### config.mk
export PLATFORM = sky130hd
export DESIGN_NAME = dtm_csub
export DESIGN_NICKNAME = d
export VERILOG_FILES = /design/src/hw/rtl/assert_macros.svh /design/src/hw/rtl/dtm_pkg.sv /design/src/hw/rtl/dtm_csub.sv
export SDC_FILE = /design/constraint.sdc
export NUM_CORES = 1
export LEC_CHECK = 0
export ABC_AREA = 0
export BUFFER_PORTS_ARGS = -buffer_cell sky130_fd_sc_hd__buf_2
export CAP_MARGIN = 20
export CORE_ASPECT_RATIO = 1.4
export CORE_MARGIN = 1.5
export CORE_UTILIZATION = 47
export DETAILED_ROUTE_END_ITERATION = 8
export PLACE_DENSITY = 0.85
export SLEW_MARGIN = 25
export SYNTH_ARGS = -nofsm -noshare
export SYNTH_HDL_FRONTEND = slang
export SYNTH_SLANG_ARGS = --single-unit
### constraint.sdc
create_clock -name vclk -period 2.2
set_clock_uncertainty 0.1 [all_clocks]
set_input_delay 0.11 -clock vclk [all_inputs]
set_output_delay 0.11 -clock vclk [all_outputs]
set_load 0.02 [all_outputs]
### src/hw/rtl/assert_macros.svh
// ---------------------------------------------------------------------------
// assert_macros.svh
// concurrent assertion helpers for the rtl
// ---------------------------------------------------------------------------
`ifndef ASSERT_MACROS_SVH
`define ASSERT_MACROS_SVH

// same-cycle implication
`define DTM_ASSERT_IMPL(label, clk, rst_n, ante, cons, msg) \
  label: assert property (@(posedge clk) disable iff (!rst_n) (ante) |-> (cons)) \
    else $error(msg);

// next-cycle implication
`define DTM_ASSERT_NEXT(label, clk, rst_n, ante, cons, msg) \
  label: assert property (@(posedge clk) disable iff (!rst_n) (ante) |=> (cons)) \
    else $error(msg);

`endif

### src/hw/rtl/dtm_pkg.sv
// ---------------------------------------------------------------------------
// dtm_pkg
// shared types and constants of the distance to measure unit
// ---------------------------------------------------------------------------
`default_nettype none

package dtm_pkg;

  localparam int SAMPLES    = 1024;
  localparam int IDX_W      = 10;
  localparam int VAL_W      = 16;
  localparam int SUM_W      = 48;
  localparam int CSUB_W     = 19;
  localparam int CNT_W      = 6;
  localparam int DIV_STEPS  = 48;
  localparam int SQRT_STEPS = 16;

  localparam logic [VAL_W-1:0] BOUND_RESET = 16'd256;

  localparam logic OP_LOAD     = 1'b0;
  localparam logic OP_NEIGHBOR = 1'b1;

  typedef enum logic [6:0] {
    ST_IDLE = 7'b0000001,
    ST_MUL1 = 7'b0000010,
    ST_MUL2 = 7'b0000100,
    ST_ACC  = 7'b0001000,
    ST_DIV  = 7'b0010000,
    ST_SQRT = 7'b0100000,
    ST_DONE = 7'b1000000
  } state_t;

  typedef struct packed {
    logic              ge;
    logic [CSUB_W-1:0] diff;
  } csub_res_t;

endpackage

`default_nettype wire

### src/hw/rtl/dtm_csub.sv
// ---------------------------------------------------------------------------
// dtm_csub
// shared compare and subtract unit for the divide and root steps
// ---------------------------------------------------------------------------
`default_nettype none

module dtm_csub (
  input  wire logic [dtm_pkg::CSUB_W-1:0] a,
  input  wire logic [dtm_pkg::CSUB_W-1:0] b,
  output dtm_pkg::csub_res_t              res
);

  logic [dtm_pkg::CSUB_W:0] d;

  assign d        = {1'b0, a} - {1'b0, b};
  assign res.ge   = ~d[dtm_pkg::CSUB_W];
  assign res.diff = d[dtm_pkg::CSUB_W-1:0];

endmodule

`default_nettype wire

==> results of run 1 <==
==> cells by family after synthesis <==
group,Yosys count
xor+xnor,16
compound gates,50
simple gates,38
buf+inv,25
fa+ha+maj,20
==> cell usage in the layout, fill, tap and decap left out, drive strengths merged, types with 2 or more instances in the layout <==
master / count
a21o: 5
o21bai: 3
nor2: 11
and2: 2
inv: 23
o41ai: 2
nor3b: 2
nand2b: 2
nand2: 13
ha: 19
xnor2: 8
o21ai: 7
o211ai: 4
buf: 68
nand3: 4
a21oi: 17
xor2: 8
o21a: 5
a211oi: 2
==> metal layers <==
layer | share of wire [%] | global-route usage (%) | up-vias
met2 | 60 | 56.7 | 48
met1 | 35 | 23.3 | 600
met5 | 0 | 0 | -
met3 | 3.8 | 0 | 4
li1 | - | - | 656
met4 | 1.2 | 4.02 | 0
==> power groups by stage <==
| stage | combinational (uW) | sequential [uW] | clock (uW) |
|---|---|---|---|
| floorplan | 361 | 0 | 0 |
| global placement | 509 | 0 | 0 |
| detailed placement | 523 | 0 | 0 |
| CTS | 550 | 0 | 0 |
| global route | 635 | 0 | 0 |
| finish | 592 | 0 | 0 |
==> synth_stat cells, drive strengths merged (2+ instances only) <==
cell type,number,share of area [%]
inv,23,8.5
ha,19,24
a21oi,17,8.8
nand2,13,4.8
nor2,11,4.1
xnor2,8,6.9
xor2,8,6.9
o21ai,7,3.5
a21o,5,3.7
o21a,5,3.7
nand3,4,2.0
o211ai,4,3.0
o21bai,3,2.2
a211oi,2,1.5
and2,2,1.2
clkbuf,2,0.74
nand2b,2,1.2
nor3b,2,1.5
o41ai,2,3.6
==> timing repair <==
action                                 4_1_cts  5_1_grt
setup buffers                                1        3
resized for setup                           14        9
hold buffers                                 0        0
setup endpoints to repair                    4       10
endpoints found under the hold margin        0        0
pin swaps                                    5        5
==> per-stage QoR <==
step	utilization, %	TNS [ns]	hold WS (ns)
6_report	76.1	0	0.484
2_1_floorplan	-	-0.0409	0.302
3_5_place_dp	68.9	-0.637	0.479
4_1_cts	72.7	-0.0476	0.476
3_3_place_gp	68.9	-0.463	0.473
5_1_grt	76.1	-0.222	0.504
==> layout make-up <==
| type | instances | area (um^2) |
|---|---|---|
| Multi-Input combinational cell | 124 | 1020 |
| Tap cell | 21 | 26.3 |
| Inverter | 23 | 86.3 |
| Timing Repair Buffer | 68 | 385 |
| Fill cell | 163 | 477 |
==> worst max path at each step <==
| stage | start | end | slack [ns] | cells past startpoint |
|---|---|---|---|---|
| after floorplan | a[0] | res[18] | -0.04 | 9 |
| after global placement | a[0] | res[14] | -0.14 | 11 |
| after detailed placement | a[0] | res[18] | -0.18 | 11 |
| after CTS | a[0] | res[14] | -0.04 | 11 |
| after global routing | a[1] | res[17] | -0.07 | 10 |
| final | b[0] | res[12] | 0.02 | 10 |
==> flow_summary.yaml, run 1 <==
synth:
  synth_seq_area_share_pct: 0
  synth_top_family_by_area: "compound AO/OA/AOI/OAI gates"
  synth-simple-area-share_pct: 17.2
  synth.distinct_cells: 31
  ys_warn_count: 0
  synth_fa_ha_area_share_pct: 25.5
  syn_inst: 149
  synthesis.nets: 207
  synth_compound_area_share_pct: 34.1
  synth_area_um2: 1010
  synthXorXnorAreaFrac_pct: 13.9
  synth.mux.area_fraction_pct: 0
  avgSynthCellArea_um2: 6.78
critical_path:
  crit_path_max_fanout: 2
  cp-end-kind: "output port"
  crit_required_ns: 1.99
  critPathBufInv: 2
  cpLargestDelayFamily: "compound AO/OA/AOI/OAI gates"
  cp-start-kind: "input pin"
  crit_chain: "buf_6 > ha_4 > fa_2 > nand2b_4 > a21oi_4 > nor3b_4 > o31a_1 > a21oi_1 > xor2_1 > buf_4"
  slowest_delay_ns: 0.34
  criticalPathCategory: "input pin to output port"
  critPathSlowestCell: "fa_2"
  worstPathArrival_ns: 1.97
cells_and_area:
  final-instance-count-excl-fill: 236
  drive_gt1_share_pct: 40.0
  seq_cells: 0
  finalInstanceArea_um2: 1520
  antenna_cells: 0
  ff_latch_area_um2: 0
  clkbuf_count: 0
  final_nets: 275
  areaGrowthSynthToFinish_pct: 50.6
timing:
  worstMarginPinSlew_ns: 0.392
  period_share_pct: 99.3
  hold_viol: 0
  period_needed_ns: 2.18
  fmax_mhz: 458
  slew_headroom_pct: 73.8
  slew_viol_final: 0
  rsz0062_at_grt: "yes"
  fin_ws_ns: 0.0161
  setup_violations: 0
drt:
  routed_wl_um: 3390
  drt_iter0_drc: 21
  drc_errors: 0
  drtAntennaViolNets: 0
  vias: 1308
  wire_per_inst_um: 14.4
  vias_per_cell: 5.54
  dr.pass1.iters: 4
pwr:
  p_int_uw: 252
  switching_share_pct: 57.4
  power_frac_seq_pct: 0
  total_power_uw: 592
  p_clk_share_pct: 0
  p_sw_uw: 340
  powerDensity_nw_per_um2: 390
  p_leak_uw: 0.000842
  comb_power_share_pct: 100.0
  irDropWorstVdd_v: 0.000238
place:
  preCtsSetupSlack_ns: -0.184
  dp.cells: 232
  gp_congestion: 0.854
  place_area_um2: 1380
  dpl.hpwl_um: 2350
  port_buffers: 58
global_route:
  grt_pass1_wl_um: 4990
  antenna_found_initial: 0
  grt_max_degree: 8
  gr-total-overflow: 0
  grt_pass1_vias: 1243
  track_usage_pct: 24.8
min_path:
  min-delay-start: "b[0]"
  holdCritPathClass: "input pin to output port"
  hold_depth: 4
  hold_path_end: "res[0]"
die:
  die_w_um: 42.2
  core_area_um2: 2000
  die_h_um: 57.8
  num_io_pins: 58
  initial_core_util_pct: 50.6
  dieArea_um2: 2440
  fp-row-count: 19
job:
  maxCapViolCount: 0
run_status:
  status: "complete, no violations"
Note: power is estimated with default switching activity, not from simulation.
==> inputs of run 2 (changes only) <==
CORE_UTILIZATION = 51   (was 47)
PLACE_DENSITY = 0.91   (was 0.85)
clock period = 2.8 ns   (was 2.2 ns; I/O delays follow)
==> flow_summary.yaml, run 2 (synthesis results as in run 1) <==
clocking:
  post_cts_resized: 0
  cts_hold_buf: 0
  cts_setup_buffers: 0
global_route:
  grt_pass1_vias: 1182
  track_usage_pct: 26.8
  gr-total-overflow: 0
  grt_max_degree: 8
  antenna_found_initial: 0
  grt_pass1_wl_um: 4660
critical_path:
  cp-end-kind: "output port"
  crit_required_ns: 2.56
  crit_path_max_fanout: 4
  criticalPathCategory: "input pin to output port"
  cp-start-kind: "input pin"
  worstPathArrival_ns: 2.32
cells_and_area:
  finalInstanceArea_um2: 1320
  clkbuf_count: 0
  areaGrowthSynthToFinish_pct: 30.5
  final_common_cell: "buf_2"
  final_nets: 265
  seq_cells: 0
  layout_common_cells: "buf_2 (58), inv_1 (23), ha_1 (19)"
  drive_gt1_share_pct: 29.3
  antenna_cells: 0
  final-instance-count-excl-fill: 225
  ff_latch_area_um2: 0
die:
  num_io_pins: 58
  die_w_um: 40.6
  core_area_um2: 1820
  initial_core_util_pct: 55.3
  dieArea_um2: 2260
  fp-row-count: 18
  die_h_um: 55.6
place:
  dp.cells: 225
  place_area_um2: 1320
  port_buffers: 58
  gp_congestion: 0.824
  dpl.hpwl_um: 2500
timing:
  hold_viol: 0
  worstMarginPinSlew_ns: 0.473
  fmax_mhz: 391
  period_share_pct: 91.4
  tns_ns: 0
  period_needed_ns: 2.56
  hold_ws_ns: 0.557
  rsz0062_at_grt: "no"
  setup_violations: 0
  slew_viol_final: 0
  slew_headroom_pct: 68.4
pwr:
  total_power_uw: 403
  powerDensity_nw_per_um2: 306
  irDropWorstVdd_v: 0.000194
  p_leak_uw: 0.000762
min_path:
  min-delay-start: "b[0]"
  holdCritPathClass: "input pin to output port"
  hold_depth: 4
  hold_path_end: "res[0]"
drt:
  drtAntennaViolNets: 0
  drt_iter0_drc: 30
  dr.pass1.iters: 4
  vias_per_cell: 5.59
  drc_errors: 0
  routed_wl_um: 2850
  wire_per_inst_um: 12.7
  vias: 1257
run_status:
  status: "complete, no violations"
job:
  maxCapViolCount: 0
run 2: cell count changes in the layout (fill, tap and decap cells not counted), sizes merged:
| cell | previous run | this run |
|---|---|---|
| buf | 68 | 58 |
run 2: area by class of cell:
type                       count  area, um^2
fill                         159         507
timing repair buffer          58         290
tap                           20        25.0
multi-input combinational    124         916
inverter                      23        86.3
run 2: how the worst max path moves through the flow:
stage / startpoint / cells after the start / slack [ns] / end
2_1_floorplan: a[0] / 9 / 0.35 / res[18]
3_3_place_gp: a[0] / 11 / 0.40 / res[18]
3_5_place_dp: a[0] / 11 / 0.26 / res[18]
4_1_cts: a[0] / 11 / 0.25 / res[18]
5_1_grt: a[0] / 11 / 0.12 / res[18]
6_report: a[0] / 11 / 0.24 / res[18]
run 2: critical path: stages:
cell and delay, ns:
buf_2 0.07, inv_1 0.03, ha_1 0.21, fa_1 0.40
nand2b_1 0.19, a21oi_2 0.16, nor3b_1 0.11, o41ai_4 0.45
nor3_1 0.11, a211oi_1 0.23, buf_2 0.20
run 2: routing by layer:
layer | vias up | GRT usage, % | part of all wire, %
met4 | 0 | 3.33 | 0.25
met3 | 2 | 1.60 | 4.9
met2 | 48 | 54.9 | 56
li1 | 630 | - | -
met5 | - | 0 | 0
met1 | 577 | 26.1 | 38
run 2: through the flow:
stage	worst slack [ns]	util (%)
6_report	0.240	72.2
2_1_floorplan	0.350	-
5_1_grt	0.120	72.2
3_3_place_gp	0.401	72.2
3_5_place_dp	0.262	72.2
4_1_cts	0.247	72.2
run 2: power breakdown:
part | leakage (uW) | switching (uW) | internal (uW)
registers | 0 | 0 | 0
logic | 0.000762 | 243 | 160
clock network | 0 | 0 | 0
total | 0.000762 | 243 | 160
==> inputs of run 3 (changes only) <==
REMOVE_ABC_BUFFERS = 1   (was unset)
==> flow_summary.yaml, run 3 (synthesis results as in run 1) <==
run_status:
  status: "complete, no violations"
clocking:
  cts_setup_buffers: 0
  post_cts_resized: 0
  cts_hold_buf: 0
drt:
  routed_wl_um: 2740
  drtAntennaViolNets: 0
  vias: 1273
  wl_met3_um: 146
  wire_per_inst_um: 12.2
  wl_met2_um: 1520
  dr.pass1.iters: 4
  dr.max_layer_used: "met4"
  drc_errors: 0
  drt_iter0_drc: 22
  vias_per_cell: 5.66
  drt-met1-wl_um: 1050
cells_and_area:
  finalInstanceArea_um2: 1320
  areaGrowthSynthToFinish_pct: 30.5
  final_common_cell: "buf_2"
  drive_gt1_share_pct: 29.3
  layout_common_cells: "buf_2 (58), inv_1 (23), ha_1 (19)"
  antenna_cells: 0
  final_nets: 265
  seq_cells: 0
  ff_latch_area_um2: 0
  clkbuf_count: 0
  n_fill_cell: 146
  multiInputGateArea_um2: 916
timing:
  worstMarginPinSlew_ns: 0.444
  setup_violations: 0
  tns_ns: 0
  fin_ws_ns: 0.250
  hold_viol: 0
  fmax_mhz: 392
  slew_viol_final: 0
  period_share_pct: 91.1
  period_needed_ns: 2.55
  rsz0062_at_grt: "no"
  slew_headroom_pct: 70.4
place:
  place_area_um2: 1320
  gp_congestion: 0.818
  port_buffers: 58
  dpl.hpwl_um: 2410
  preCtsSetupSlack_ns: 0.278
critical_path:
  cp-start-kind: "input pin"
  worstPathArrival_ns: 2.31
  criticalPathCategory: "input pin to output port"
  crit_path_max_fanout: 4
  crit_required_ns: 2.56
  cp-end-kind: "output port"
die:
  die_h_um: 55.6
  core_area_um2: 1820
  dieArea_um2: 2260
  die_w_um: 40.6
  fp-row-count: 18
  initial_core_util_pct: 55.3
  num_io_pins: 58
min_path:
  min-delay-start: "b[0]"
  holdCritPathClass: "input pin to output port"
  hold_depth: 4
  hold_path_end: "res[0]"
global_route:
  gr-total-overflow: 0
  grt_pass1_vias: 1211
  grt_pass1_wl_um: 4440
  antenna_found_initial: 0
  track_usage_pct: 25.3
  grt_max_degree: 8
pwr:
  p_leak_uw: 0.000762
  powerDensity_nw_per_um2: 304
  irDropWorstVdd_v: 0.000180
job:
  maxCapViolCount: 0
## run 3: cell counts in the layout (fill, tap and decap cells not counted)
Identical to the previous run, type by type.
## run 3: worst max-delay path by stage
stage          from      end  slack, ns  cells after the start
2_1_floorplan  a[0]  res[18]       0.35                      9
3_3_place_gp   a[0]  res[18]       0.40                     11
3_5_place_dp   a[0]  res[18]       0.28                     11
4_1_cts        a[0]  res[18]       0.27                     11
5_1_grt        a[0]  res[18]       0.09                     11
6_report       a[0]  res[18]       0.25                     11
## run 3: area by class of cell
class                           count  area share [%]
Timing Repair Buffer               58            22.0
Multi-Input combinational cell    124            69.5
Inverter                           23            6.55
Tap cell                           20            1.90
## run 3: critical path: stages
cell and delay, ns:
buf_2 0.08, inv_1 0.03, ha_1 0.21, fa_1 0.41, nand2b_1 0.19, a21oi_2 0.16
nor3b_1 0.10, o41ai_4 0.45, nor3_1 0.09, a211oi_1 0.24, buf_2 0.21
## run 3: layer usage
| layer | vias up | GRT usage [%] |
|---|---|---|
| met2 | 61 | 50.6 |
| li1 | 635 | - |
| met4 | 0 | 4.29 |
| met3 | 6 | 1.20 |
| met5 | - | 0 |
| met1 | 571 | 25.5 |
## run 3: stage by stage
step	hold WS (ns)	instances	utilization [%]	power, uW
after CTS	0.538	225	72.2	398
final	0.539	225	72.2	400
after global placement	0.533	225	72.2	383
after global routing	0.569	225	72.2	438
after detailed placement	0.536	225	72.2	396
after floorplan	0.362	147	-	278
## run 3: power breakdown
part / internal, uW / switching [uW]
combinational: 159 / 240
sequential: 0 / 0
clock: 0 / 0
total: 159 / 240
